==> src/hw/rtl/ckhs_pkg.sv <==
package ckhs_pkg;

    localparam int TABLE_SLOTS_DEF = 4096;
    localparam int MAX_PROBES_DEF  = 16;
    localparam int KEY_W           = 64;
    localparam int KLEN_W          = 6;
    localparam int COUNT_W         = 13;
    localparam logic [COUNT_W-1:0] COUNT_MAX = 13'd8191;
    localparam logic [KLEN_W-1:0]  KLEN_RESET = 6'd31;

    localparam logic [63:0] MUR_M = 64'hc6a4a7935bd1e995;
    localparam int          MUR_R = 47;
    // eight key bytes times m
    localparam logic [63:0] MUR_H0 = 64'(64'd8 * 64'hc6a4a7935bd1e995);

    // multiply phases of the hash unit
    typedef enum logic [2:0] {
        MUL_K1 = 3'd0,
        MUL_K2 = 3'd1,
        MUL_H1 = 3'd2,
        MUL_H2 = 3'd3
    } t_mul_sel;

    // controller to datapath
    typedef struct packed {
        logic     clr;        // clear one valid bit of the table
        logic     load;       // capture item, form canonical key
        logic     mul_step;   // advance one partial product
        logic     mul_start;  // start a 64x64 product
        t_mul_sel mul_sel;
        logic     mul_done_apply;
        logic     slot_init;  // home slot from hash
        logic     rd_issue;   // read probed slot
        logic     slot_next;  // advance probe
        logic     wr_key;     // store key at probed slot
        logic     emit;
        logic     res_found;
        logic     res_added;
        logic     res_full;
    } t_ctl;

    // datapath to controller
    typedef struct packed {
        logic clr_last;
        logic mul_busy;
        logic slot_valid;
        logic key_match;
        logic op_insert;
    } t_sts;

    function automatic logic [63:0] rev_comp(input logic [63:0] s_in,
                                             input logic [KLEN_W-1:0] klen);
        logic [63:0] s;
        logic [5:0]  k;
        logic [6:0]  sh;
        s = ~s_in;
        s = ((s & 64'h3333333333333333) << 2)  | ((s >> 2)  & 64'h3333333333333333);
        s = ((s & 64'h0F0F0F0F0F0F0F0F) << 4)  | ((s >> 4)  & 64'h0F0F0F0F0F0F0F0F);
        s = ((s & 64'h00FF00FF00FF00FF) << 8)  | ((s >> 8)  & 64'h00FF00FF00FF00FF);
        s = ((s & 64'h0000FFFF0000FFFF) << 16) | ((s >> 16) & 64'h0000FFFF0000FFFF);
        s = ((s & 64'h00000000FFFFFFFF) << 32) | ((s >> 32) & 64'h00000000FFFFFFFF);
        if (klen == 6'd0) begin
            k = 6'd1;
        end else if (klen > 6'd32) begin
            k = 6'd32;
        end else begin
            k = klen;
        end
        sh = 7'd64 - {k, 1'b0};
        return s >> sh;
    endfunction

endpackage

==> src/hw/rtl/ckhs_ctrl.sv <==
module ckhs_ctrl #(
    parameter int MAX_PROBES = ckhs_pkg::MAX_PROBES_DEF
) (
    input  logic           i_clk,
    input  logic           i_rst_n,
    input  logic           i_start,
    input  ckhs_pkg::t_sts i_sts,
    output ckhs_pkg::t_ctl o_ctl,
    output logic           o_busy
);
    localparam int PC_W = $clog2(MAX_PROBES + 1);

    typedef enum logic [3:0] {
        S_CLEAR, S_IDLE, S_MSTART, S_MRUN, S_MDONE, S_HOME, S_READ, S_CHECK, S_EMIT
    } t_state;

    t_state              r_state;
    ckhs_pkg::t_mul_sel  r_sel;
    logic [PC_W-1:0]     r_probes;
    logic                r_fnd, r_add, r_ful;

    always_ff @(posedge i_clk) begin
        if (!i_rst_n) begin
            r_state  <= S_CLEAR;
            r_sel    <= ckhs_pkg::MUL_K1;
            r_probes <= '0;
            r_fnd    <= 1'b0;
            r_add    <= 1'b0;
            r_ful    <= 1'b0;
        end else begin
            unique case (r_state)
                S_CLEAR: begin
                    if (i_sts.clr_last) begin
                        r_state <= S_IDLE;
                    end
                end
                S_IDLE: begin
                    if (i_start) begin
                        r_state <= S_MSTART;
                        r_sel   <= ckhs_pkg::MUL_K1;
                    end
                end
                S_MSTART: r_state <= S_MRUN;
                S_MRUN: begin
                    if (!i_sts.mul_busy) begin
                        r_state <= S_MDONE;
                    end
                end
                S_MDONE: begin
                    if (r_sel == ckhs_pkg::MUL_H2) begin
                        r_state <= S_HOME;
                    end else begin
                        r_sel   <= ckhs_pkg::t_mul_sel'(r_sel + 3'd1);
                        r_state <= S_MSTART;
                    end
                end
                S_HOME: begin
                    r_probes <= '0;
                    r_state  <= S_READ;
                end
                S_READ: begin
                    r_probes <= r_probes + 1'b1;
                    r_state  <= S_CHECK;
                end
                S_CHECK: begin
                    r_fnd <= i_sts.slot_valid && i_sts.key_match;
                    r_add <= !i_sts.slot_valid && i_sts.op_insert;
                    r_ful <= i_sts.slot_valid && !i_sts.key_match
                             && (r_probes == PC_W'(MAX_PROBES)) && i_sts.op_insert;
                    priority if (!i_sts.slot_valid || i_sts.key_match) begin
                        r_state <= S_EMIT;
                    end else if (r_probes == PC_W'(MAX_PROBES)) begin
                        r_state <= S_EMIT;
                    end else begin
                        r_state <= S_READ;
                    end
                end
                S_EMIT: r_state <= S_IDLE;
                default: r_state <= S_IDLE;
            endcase
        end
    end

    always_comb begin
        o_ctl                = '0;
        o_ctl.mul_sel        = r_sel;
        o_ctl.clr            = (r_state == S_CLEAR);
        o_ctl.load           = (r_state == S_IDLE) && i_start;
        o_ctl.mul_start      = (r_state == S_MSTART);
        o_ctl.mul_step       = (r_state == S_MRUN) && i_sts.mul_busy;
        o_ctl.mul_done_apply = (r_state == S_MDONE);
        o_ctl.slot_init      = (r_state == S_HOME);
        o_ctl.rd_issue       = (r_state == S_READ);
        o_ctl.slot_next      = (r_state == S_CHECK) && i_sts.slot_valid
                               && !i_sts.key_match;
        o_ctl.wr_key         = (r_state == S_CHECK) && !i_sts.slot_valid
                               && i_sts.op_insert;
        o_ctl.emit           = (r_state == S_EMIT);
        o_ctl.res_found      = r_fnd;
        o_ctl.res_added      = r_add;
        o_ctl.res_full       = r_ful;
    end

    assign o_busy = (r_state != S_IDLE);
endmodule

==> config.mk <==
export PLATFORM = sky130hd
export DESIGN_NAME = ckhs_ctrl
export DESIGN_NICKNAME = d
export VERILOG_FILES = /design/src/hw/rtl/ckhs_pkg.sv /design/src/hw/rtl/ckhs_ctrl.sv
export SDC_FILE = /design/constraint.sdc
export NUM_CORES = 1
export LEC_CHECK = 0
export ABC_AREA = 1
export BUFFER_PORTS_ARGS = -buffer_cell sky130_fd_sc_hd__buf_2
export CORE_MARGIN = 2
export CORE_UTILIZATION = 40
export DETAILED_ROUTE_END_ITERATION = 6
export GPL_ROUTABILITY_DRIVEN = 1
export SYNTH_ARGS = -nofsm -noshare
export SYNTH_HDL_FRONTEND = slang
export SYNTH_SLANG_ARGS = --single-unit
==> constraint.sdc <==
create_clock -name i_clk -period 3.21 [get_ports i_clk]
set_clock_uncertainty 0.2 [all_clocks]
set_input_delay 0.1605 -clock i_clk [delete_from_list [all_inputs] [get_ports i_clk]]
set_output_delay 0.1605 -clock i_clk [all_outputs]
set_load 0.01 [all_outputs]
Word level (Yosys, flattened, before mapping)
Cells that the tools add are included.

word-level totals
  flip-flop bits (word level) = 15
  input bits = 8
  output and inout port bits = 17
  word-level logic and storage cells = 53

cells by class
  add/sub/neg operators = 2
  equality and inequality tests = 15
  mux-type cells = 11
  reduce and logical (&&, ||, !) cells = 19

operators by type and width
  kind                                                                     count
  4-bit case mux with 8 select lines                                       1
  4-bit two-way mux                                                        5
  4-bit by 3-bit == test with 1-bit output, second input constant          4
  1-bit logical AND                                                        11
  5-bit case mux with 2 select lines                                       1
  3-bit two-way mux                                                        3
  4-bit by 2-bit == test with 1-bit output, second input constant          2
  2-bit inequality test, second input constant                             4
  3-bit case mux with 2 select lines                                       1
  3-bit AND reduction                                                      2
  5-bit by 1-bit adder with 5-bit output, second input constant            1
  5-bit == test, second input constant                                     1
  4-bit by 1-bit == test with 1-bit output, second input constant          1
  4-bit == test, second input constant                                     1
  4-bit logical NOT                                                        1
  4-bit by 1-bit inequality test with 1-bit output, second input constant  1
  2-bit nonzero test                                                       2
  3-bit by 1-bit adder with 3-bit output, second input constant            1
  3-bit by 2-bit == test with 1-bit output, second input constant          1
  1-bit logical NOT                                                        2
  1-bit logical OR                                                         1

Longest topological paths before layout
Gate-level depths: netlist (run 1).

  depth in word-level cells = 4
  mapped depth = 9
  gate-level depth less buffers = 9

Worst setup path before layout (run 1)
OpenSTA, ideal clock, no wires.

  kind = register -> register
  start = reg r_sel[0]
  end = reg r_sel[2]
  setup time = 0.070 ns
  data arrival time = 1.173 ns
  data required time = 2.940 ns
  slack = 1.767 ns
  cell stages (with the launch flop) = 7
  path buffers = 0
  period minus slack after synthesis = 1.443 ns
  cells stage by stage = dfxtp_1 ha_1 ha_1 inv_1 nand3_2 or2_0 a21oi_1

between the ends
  cells in the longest elaborated chain, start to end = 3
  elaborated cells on any way between the ends = 6
  those cells by class = add/sub: 1; eq/ne: 2; mux: 2; reduce/logical: 1

ends and longest elaborated chain
  item                                                                                                       line                              text
  start: declaration                                                                                         ckhs_ctrl.sv:18                   ckhs_pkg::t_mul_sel r_sel;
  start signal: assignment                                                                                   ckhs_ctrl.sv:25                   r_sel <= ckhs_pkg::MUL_K1;
  start signal: assignment                                                                                   ckhs_ctrl.sv:40                   r_sel <= ckhs_pkg::MUL_K1;
  start signal: assignment                                                                                   ckhs_ctrl.sv:53                   r_sel <= ckhs_pkg::t_mul_sel'(r_sel + 3'd1);
  3-bit by 1-bit adder with 3-bit output / 3-bit by 2-bit == test with 1-bit output (equally long branches)  ckhs_ctrl.sv:53, ckhs_ctrl.sv:50
  3-bit two-way mux / 2-bit inequality test (equally long branches)                                          n/a
  3-bit case mux with 2 select lines / 3-bit AND reduction (equally long branches)                           n/a

Several ways; a longest one is shown, not always the timed one. The select of a mux whose other input is x is not followed.
A chain may end at the register's enable or synchronous reset.

Final worst setup path (run 1)
  start = reg r_state[3]
  end = reg r_fnd

between the ends
  cells in the longest elaborated chain, start to end = 1

ends and longest elaborated chain
  item                                      line             text
  start: declaration                        ckhs_ctrl.sv:17  t_state r_state;
  start signal: assignment                  ckhs_ctrl.sv:24  r_state <= S_CLEAR;
  start signal: assignment                  ckhs_ctrl.sv:34  r_state <= S_IDLE;
  start signal: assignment                  ckhs_ctrl.sv:39  r_state <= S_MSTART;
  4-bit by 3-bit == test with 1-bit output  ckhs_ctrl.sv:31  unique case (r_state)
  end signal: assignment                    ckhs_ctrl.sv:66  r_fnd <= i_sts.slot_valid && i_sts.key_match;
  end: declaration                          ckhs_ctrl.sv:20  logic r_fnd, r_add, r_ful;

No other way between the ends.

==> results of run 1 <==
==> tightest hold or removal path, cell delays in order <==
cell      delay (ns)
buf_2           0.09
nor2_1          0.06
a211oi_1        0.22
==> how the worst max path moves through the flow <==
stage               slack, ns  endpoint  cells after the start  startpoint
detailed placement       1.69  r_sel[2]                      6    r_sel[0]
global route             1.36     r_fnd                      5  r_state[0]
global placement         1.76  r_sel[0]                      6    r_sel[0]
finish                   1.48     r_fnd                      6  r_state[3]
CTS                      1.48     r_fnd                      6  r_state[3]
floorplan                1.77  r_sel[2]                      6    r_sel[0]
==> Yosys cell counts, types with 2 or more instances <==
library cell,instances,share of area
nand2_1,22,0.089
nor2_2,5,0.034
dfxtp_1,15,0.32
inv_1,19,0.077
nand4_1,2,0.013
o21ai_0,2,0.011
a211oi_1,2,0.016
nand3_2,2,0.022
inv_2,7,0.028
o21ai_1,3,0.016
nor2_1,9,0.036
nand2_4,3,0.036
nand2_2,4,0.027
nor3_1,2,0.011
or2_0,2,0.013
a21oi_1,13,0.070
buf_4,3,0.024
nor2_4,4,0.049
nand3_1,7,0.038
ha_1,4,0.054
==> flip-flops by register name (all words and copies together), names as in the netlist <==
register and count:
r_fnd 1, r_add 1, r_state 4, r_probes 5, r_ful 1, r_sel 3
==> stage by stage <==
step | utilization | hold slack (ns) | cell area [sq um]
global route | 0.5124 | 0.1135 | 1134
CTS | 0.5124 | 0.08514 | 1134
finish | 0.5124 | 0.09171 | 1134
global placement | 0.4779 | 0.2383 | 1057
floorplan | - | 0.09887 | 928.4
detailed placement | 0.4779 | 0.2513 | 1057
==> metal layers <==
layer,global-route usage,vias to the layer above,part of all wire
met1,0.1897,415,0.45
met3,0.03714,2,0.033
met5,0,-,0
met2,0.2975,14,0.50
met4,0.05983,0,0.0068
li1,-,471,-
==> cell families after synthesis <==
family,count (synthesis),synth area share
AO/OA/AOI/OAI,21,0.1213
AND/OR/NAND/NOR,62,0.3679
buffers and inverters,30,0.1334
adder cells (fa/ha/maj),4,0.05391
flip-flops,15,0.3235
==> area by class of cell <==
cell class                      instances  share of cell area
Clock buffer                            4             0.02318
Inverter                               26             0.08609
Multi-Input combinational cell         87              0.4448
Sequential cell                        15              0.2649
Tap cell                               28             0.03091
Timing Repair Buffer                   29              0.1501
==> repair_timing <==
item                                   in CTS  in global routing
setup buffers                               0                  0
hold buffers                                5                  0
endpoints found under the hold margin       7                  0
==> power breakdown <==
group	leakage [nW]	switching (mW)	internal (mW)	total, mW
Combinational	0.394	0.120	0.0753	0.195
Clock	0.0150	0.0635	0.0482	0.112
Sequential	0.121	0.0164	0.197	0.213
Total	0.531	0.200	0.320	0.520
==> impl_metrics.py, run 1 <==
metrics = {
    "layout": {
        "syn_to_final_growth_pct": 22.10,
        "multi_input_area_sq_um": 504.2,
        "nets": 174,
        "final_cell_mix": "buf_2, nand2_1, inv_1",
        "fillers": 237,
        "num_antenna_cells": 0,
        "area.sequential_sq_um": 300.3,
        "finalNonFillerCells": 189,
        "layout-drive-gt1-share": 0.3230,
        "final_common_cell": "buf_2",
    },
    "yosys": {
        "synth_edf_count": 0,
        "yosys_warnings": 0,
        "synthArstFlopShare": 0,
        "ys_types": 22,
        "synth-seq-area-share": 0.3235,
        "synth_area_sq_um": 928.4,
        "synth_flop_cell": "dfxtp_1",
        "syn_area_per_cell_sq_um": 7.033,
        "ys_ff_latch": 15,
        "synth_fp_nets": 144,
        "synthCells": 132,
    },
    "die": {
        "die_h_um": 52.18,
        "num_io_pins": 25,
        "die_x_um": 52.18,
        "core_sq_um": 2212,
        "start_util": 0.4197,
        "die-area_sq_um": 2722,
        "rows": 17,
    },
    "grt": {
        "grt_max_degree": 13,
        "grt_overflow": 0,
        "grt_first_pass_wirelength_um": 3353,
        "antenna_found_initial": 0,
        "grt_usage": 0.1653,
        "grt_pass1_vias": 805,
    },
    "timing": {
        "clock.fmax_ghz": 0.5786,
        "setup-tns-final_ns": 0,
        "worst_slack_ns": 1.482,
        "post-route-period-util": 0.5385,
        "rsz0062_at_grt": "no",
        "worst_slew_pin_slew_ns": 0.4029,
        "hold_violations": 0,
        "slew_violations": 0,
        "fin_crit_ns": 1.728,
        "setup_viol": 0,
        "slew_headroom": 0.7311,
    },
    "route": {
        "finalWirelength_um": 2051,
        "drtPass1Iterations": 4,
        "post_drt_via_cell_ratio": 4.772,
        "drc": 0,
        "vias": 902,
        "wl_per_cell_um": 10.85,
        "initialDrtViolationCount": 6,
        "drtAntennaViolNets": 0,
    },
    "worst_setup_path": {
        "r2r-start": "r_state[3]",
        "r2r_cells": 6,
        "worst_path_dominant_cell_family": "buffers and inverters",
        "timing.rr.end": "r_fnd",
        "r2r_setup_slack_ns": 1.48,
        "crit_type": "flop to flop",
        "cp_num_buf_inv": 2,
        "critPathMaxFanout": 4,
        "crit_path_cell_trace": "inv_2 > nand2_4 > nor2_4 > nand3_1 > dlygate4sd3_1 > a21oi_1",
        "slowest_stage": "dlygate4sd3_1",
        "start_kind": "flop",
        "crit_path_max_incr_delay_ns": 0.55,
        "arrival_ns": 1.75,
        "cp-end-kind": "flop",
        "critPathRequiredTime_ns": 3.23,
    },
    "clock_network": {
        "root_buffer": "clkbuf_4",
        "htreeDepth": 1,
        "ctsResizeCount": 0,
        "path_clk_slew_ns": 0.10,
        "clk_latency_ns": 0.29,
        "clock_sinks": 15,
        "cts_made_buffers": 3,
        "clk_path_buf_depth": 2,
        "cts_tree": "built",
    },
    "power": {
        "finalPower_mw": 0.5203,
        "peakVddDrop_mv": 0.2458,
        "p_leak_nw": 0.5306,
        "power_density_nw_per_um2": 459.0,
    },
    "place": {
        "dp.cells": 180,
        "dp_hpwl_um": 1621,
        "io_buffers": 24,
        "place_ws_ns": 1.695,
        "gp_congestion": 0.7812,
    },
    "run_status": {
        "status": "finished, final reports clean",
    },
    "worst_hold_path": {
        "hold_start": "i_sts[1]",
        "hold_depth": 3,
        "hp-class": "input port to flop",
        "holdPathEnd": "r_state[3]",
    },
    "run": {
        "maxCapViolations": 0,
    },
}
Note: power is estimated with default switching activity, not from simulation.
==> run 2: changes to the inputs <==
Settings changed: PLACE_DENSITY set to 0.66.
Clock period 3.21 ns to 1.4 ns, I/O delays scaled along.
==> impl_metrics.py, run 2 (synthesis results as in run 1) <==
metrics = {
    "run_status": {
        "status": "complete, but fails checks",
        "violations": "negative hold slack, negative setup slack",
    },
    "route": {
        "initialDrtViolationCount": 6,
        "vias": 975,
        "post_drt_via_cell_ratio": 4.710,
        "finalWirelength_um": 2296,
        "drtAntennaViolNets": 0,
        "wl_per_cell_um": 11.09,
        "drtPass1Iterations": 4,
        "drc": 0,
    },
    "die": {
        "core_sq_um": 2212,
        "rows": 17,
        "die_h_um": 52.18,
        "start_util": 0.4197,
        "die-area_sq_um": 2722,
        "num_io_pins": 25,
        "die_x_um": 52.18,
    },
    "worst_setup_path": {
        "r2r_setup_slack_ns": -0.06,
        "endpoint": "o_ctl[5]",
        "r2r_cells": 6,
        "r2r-start": "r_state[1]",
        "crit_type": "flop to primary output",
        "slowest_stage": "dfxtp_4",
        "critPathRequiredTime_ns": 1.13,
        "critPathMostFrequentCell": "nor2_4",
        "timing.rr.end": "r_state[0]",
        "crit_path_cell_trace": "nand2_2 > nor2_4 > inv_2 > nor2_4 > buf_6",
        "critPathMaxFanout": 4,
        "critPathLaunch": "r_state[1]",
        "arrival_ns": 1.20,
        "cp-end-kind": "primary output",
        "crit_path_max_incr_delay_ns": 0.41,
        "start_kind": "flop",
    },
    "layout": {
        "multi_input_area_sq_um": 598.1,
        "design_area_sq_um": 1418,
        "largest_register": "r_probes",
        "fillers": 194,
        "area.sequential_sq_um": 319.1,
        "final_cell_mix": "buf_2, nand2_1, buf_4",
        "final_common_cell": "buf_2",
        "reg.largest.list": "r_probes (5), r_state (4), r_sel (3)",
        "largest_reg_flops": 5,
        "nets": 192,
        "finalNonFillerCells": 207,
        "layout-drive-gt1-share": 0.5251,
        "num_antenna_cells": 0,
        "syn_to_final_growth_pct": 52.70,
    },
    "timing": {
        "rsz0062_at_grt": "yes",
        "post-route-period-util": 1.050,
        "hold_violations": 1,
        "slew_violations": 0,
        "worst_slew_pin_slew_ns": 0.4189,
        "fin_crit_ns": 1.470,
        "worst_slack_ns": -0.06993,
        "clock.fmax_ghz": 0.6803,
        "whs_ns": -0.001139,
        "setup_viol": 12,
        "slew_headroom": 0.7205,
    },
    "clock_network": {
        "cts_tree": "built",
        "clk_path_buf_depth": 2,
        "cts_made_buffers": 3,
        "clk_latency_ns": 0.27,
        "path_clk_slew_ns": 0.08,
        "htreeDepth": 1,
        "root_buffer": "clkbuf_4",
        "clock_sinks": 15,
    },
    "worst_hold_path": {
        "hp-class": "input port to flop",
    },
    "run": {
        "maxCapViolations": 0,
    },
    "place": {
        "gp_congestion": 0.8518,
        "place_ws_ns": -0.02709,
        "dp_hpwl_um": 1597,
        "dp.cells": 189,
        "dpl-instance-area_sq_um": 1131,
        "io_buffers": 24,
    },
    "power": {
        "power_density_nw_per_um2": 969.9,
        "finalPower_mw": 1.375,
        "p_leak_nw": 0.6368,
        "peakVddDrop_mv": 0.6909,
    },
    "grt": {
        "grt_pass1_vias": 909,
        "grt_overflow": 0,
        "grt_max_degree": 13,
        "grt_first_pass_wirelength_um": 3643,
        "antenna_found_initial": 0,
        "grt_usage": 0.1771,
    },
}
run 2: how the worst min path moves through the flow:
stage,startpoint,to,slack (ns),depth (start not counted)
6_report,i_start,r_sel[1],-0.001,5
5_1_grt,i_start,r_sel[1],0.03,5
4_1_cts,i_start,r_sel[1],0.02,5
3_5_place_dp,i_rst_n,r_probes[3],0.15,3
3_3_place_gp,i_rst_n,r_probes[4],0.14,3
2_1_floorplan,i_rst_n,r_probes[2],0.008,2
run 2: cell type report:
class	instances	area share
inverter	26	0.07767
multi-input combinational	87	0.4219
tap	28	0.02471
clock buffer	4	0.01853
sequential	15	0.2251
timing repair buffer	47	0.2321
run 2: critical path: cells and delay by family, from the launching register on:
family,cells,cell delay (ns)
and+or+nand+nor,3,0.35
buffers and inverters,2,0.17
DFF,1,0.41
run 2: where the power goes:
part / leakage, nW / switching [mW] / internal, mW
Sequential: 0.126 / 0.0539 / 0.462
Clock: 0.0150 / 0.127 / 0.110
Combinational: 0.496 / 0.339 / 0.282
Total: 0.637 / 0.520 / 0.855
run 2: metal layers:
layer  share of wire  wire length (um)  global-route usage
met1            0.41               936              0.2000
met2            0.54              1241              0.3333
met3           0.044               102             0.02000
met4          0.0070                16             0.07265
met5               0                 0                   0
run 2: metrics by stage:
stage                 util   TNS [ns]  hold slack (ns)
detailed placement  0.5113   -0.05761           0.1509
floorplan                -  -0.008632         0.008373
global placement    0.5113          0           0.1438
CTS                 0.6046    -0.6161          0.02026
global route        0.6408     -1.650          0.02871
finish              0.6408    -0.4682        -0.001139
run 2: what timing repair did:
action                                  4_1_cts  5_1_grt
pin swaps                                     6        6
setup buffers                                 5        3
hold buffers                                  7        0
resized for setup                            21       22
endpoints found under the hold margin         8        0
endpoints found under the setup margin       16       23
==> run 3: changes to the inputs <==
Settings changed: SETUP_SLACK_MARGIN set to 0.4.
==> impl_metrics.py, run 3 (synthesis results as in run 1) <==
metrics = {
    "grt": {
        "grt_overflow": 0,
        "grt_usage": 0.2025,
        "antenna_found_initial": 0,
        "grt_max_degree": 13,
        "grt_pass1_vias": 993,
        "grt_first_pass_wirelength_um": 4126,
    },
    "worst_hold_path": {
        "holdPathEnd": "r_fnd",
        "hp-class": "input port to flop",
        "hold_start": "i_sts[2]",
        "hold_depth": 3,
    },
    "layout": {
        "postLayoutCoreUtil": 0.7579,
        "largest_reg_flops": 5,
        "reg.largest.list": "r_probes (5), r_state (4), r_sel (3)",
        "layout-drive-gt1-share": 0.6791,
        "num_antenna_cells": 0,
        "largest_register": "r_probes",
        "syn_to_final_growth_pct": 80.59,
        "finalNonFillerCells": 215,
        "fillers": 160,
        "final_cell_mix": "buf_6, buf_4, inv_1, buf_2",
        "nets": 200,
    },
    "run_status": {
        "violations": "negative hold slack, negative setup slack",
        "status": "complete, but fails checks",
    },
    "route": {
        "wl_per_cell_um": 12.90,
        "drtAntennaViolNets": 0,
        "dr_wl_met3_um": 80,
        "drc": 0,
        "met2WireLength_um": 1507,
        "finalWirelength_um": 2773,
        "drtPass1Iterations": 4,
        "vias": 1045,
        "top_layer_used": "met4",
        "post_drt_via_cell_ratio": 4.860,
        "initialDrtViolationCount": 26,
        "met1Wirelength_um": 1139,
    },
    "die": {
        "num_io_pins": 25,
        "core_sq_um": 2212,
        "start_util": 0.4197,
        "die_x_um": 52.18,
        "die_h_um": 52.18,
        "die-area_sq_um": 2722,
        "rows": 17,
    },
    "worst_setup_path": {
        "critPathRequiredTime_ns": 1.13,
        "r2r-start": "r_sel[1]",
        "arrival_ns": 1.26,
        "start_kind": "flop",
        "r2r_cells": 6,
        "r2r_setup_slack_ns": -0.08,
        "critPathLaunch": "r_state[3]",
        "timing.rr.end": "r_sel[0]",
        "crit_type": "flop to primary output",
        "critPathMaxFanout": 4,
        "cp-end-kind": "primary output",
    },
    "place": {
        "dp_hpwl_um": 1716,
        "io_buffers": 24,
        "dp.cells": 188,
        "gp_congestion": 0.8659,
    },
    "timing": {
        "rsz0062_at_grt": "yes",
        "slew_violations": 0,
        "hold_violations": 4,
        "post-route-period-util": 1.089,
        "clock.fmax_ghz": 0.6557,
        "whs_ns": -0.1664,
        "fin_crit_ns": 1.525,
        "worst_slew_pin_slew_ns": 0.4648,
        "slew_headroom": 0.6898,
        "worst_slack_ns": -0.1252,
        "setup-tns-final_ns": -0.9995,
        "setup_viol": 22,
    },
    "clock_network": {
        "htreeDepth": 1,
        "cts_made_buffers": 3,
        "clk_latency_ns": 0.29,
        "path_clk_slew_ns": 0.10,
        "cts_tree": "built",
        "clk_path_buf_depth": 2,
        "root_buffer": "clkbuf_4",
        "clock_sinks": 15,
    },
    "run": {
        "maxCapViolations": 0,
    },
    "power": {
        "peakVddDrop_mv": 0.5715,
        "power_density_nw_per_um2": 917.2,
        "p_leak_nw": 0.7494,
    },
}
run 3: cell types whose count changed in the layout (fill, tap and decap cells not counted), sizes merged:
cell | before | now
dlygate4sd3 | 7 | 2
buf | 40 | 53
run 3: layer usage:
layer	global-route usage	vias up
met5	0	-
met4	0.08974	0
met3	0.02000	5
met2	0.3797	22
met1	0.2290	494
li1	-	524
run 3: final cells by class:
class	count	area, sq um	share of cell area
timing repair buffer	55	466.7	0.2784
tap	28	35.03	0.02090
inverter	26	112.6	0.06716
sequential	15	330.3	0.1970
clock buffer	4	26.28	0.01567
multi-input combinational	87	705.7	0.4209
run 3: worst max-delay path: stages (launching register included):
cell and delay (ns):
dfxtp_4 0.38, inv_6 0.09, nand2_8 0.07, nor2_4 0.13
inv_2 0.07, nor2_4 0.10, buf_6 0.11
run 3: report_power, final:
part	leakage [nW]	total (mW)	internal [mW]	switching, mW
Combinational	0.606	0.747	0.356	0.391
Clock	0.0150	0.266	0.111	0.155
Sequential	0.129	0.525	0.459	0.0657
run 3: how the worst max path moves through the flow:
stage | slack (ns) | cells after the start | end
after floorplan | 0.06 | 6 | r_sel[0]
after CTS | -0.13 | 6 | o_ctl[5]
final | -0.13 | 6 | o_ctl[5]
after global routing | -0.17 | 6 | o_ctl[5]
after global placement | 0.02 | 6 | r_sel[0]
after detailed placement | -0.03 | 6 | r_sel[0]
run 3: what timing repair did:
| item | 4_1_cts | 5_1_grt |
|---|---|---|
| setup buffers | 12 | 9 |
| pin swaps | 17 | 13 |
| gates resized for setup | 43 | 29 |
| hold endpoints to repair | 12 | 5 |
| hold buffers | 1 | 1 |
| endpoints found under the setup margin | 32 | 32 |
run 3: stage by stage:
step | setup slack [ns] | instance area [sq um] | hold slack, ns | total power, mW
2_1_floorplan | 0.05770 | 998.5 | 0.008373 | 0.8490
3_3_place_gp | 0.02094 | 1187 | 0.1458 | 0.9848
3_5_place_dp | -0.02555 | 1187 | 0.1585 | 0.9972
4_1_cts | -0.1279 | 1476 | -0.1691 | 1.379
5_1_grt | -0.1699 | 1677 | -0.1707 | 1.619
6_report | -0.1252 | 1677 | -0.1664 | 1.538
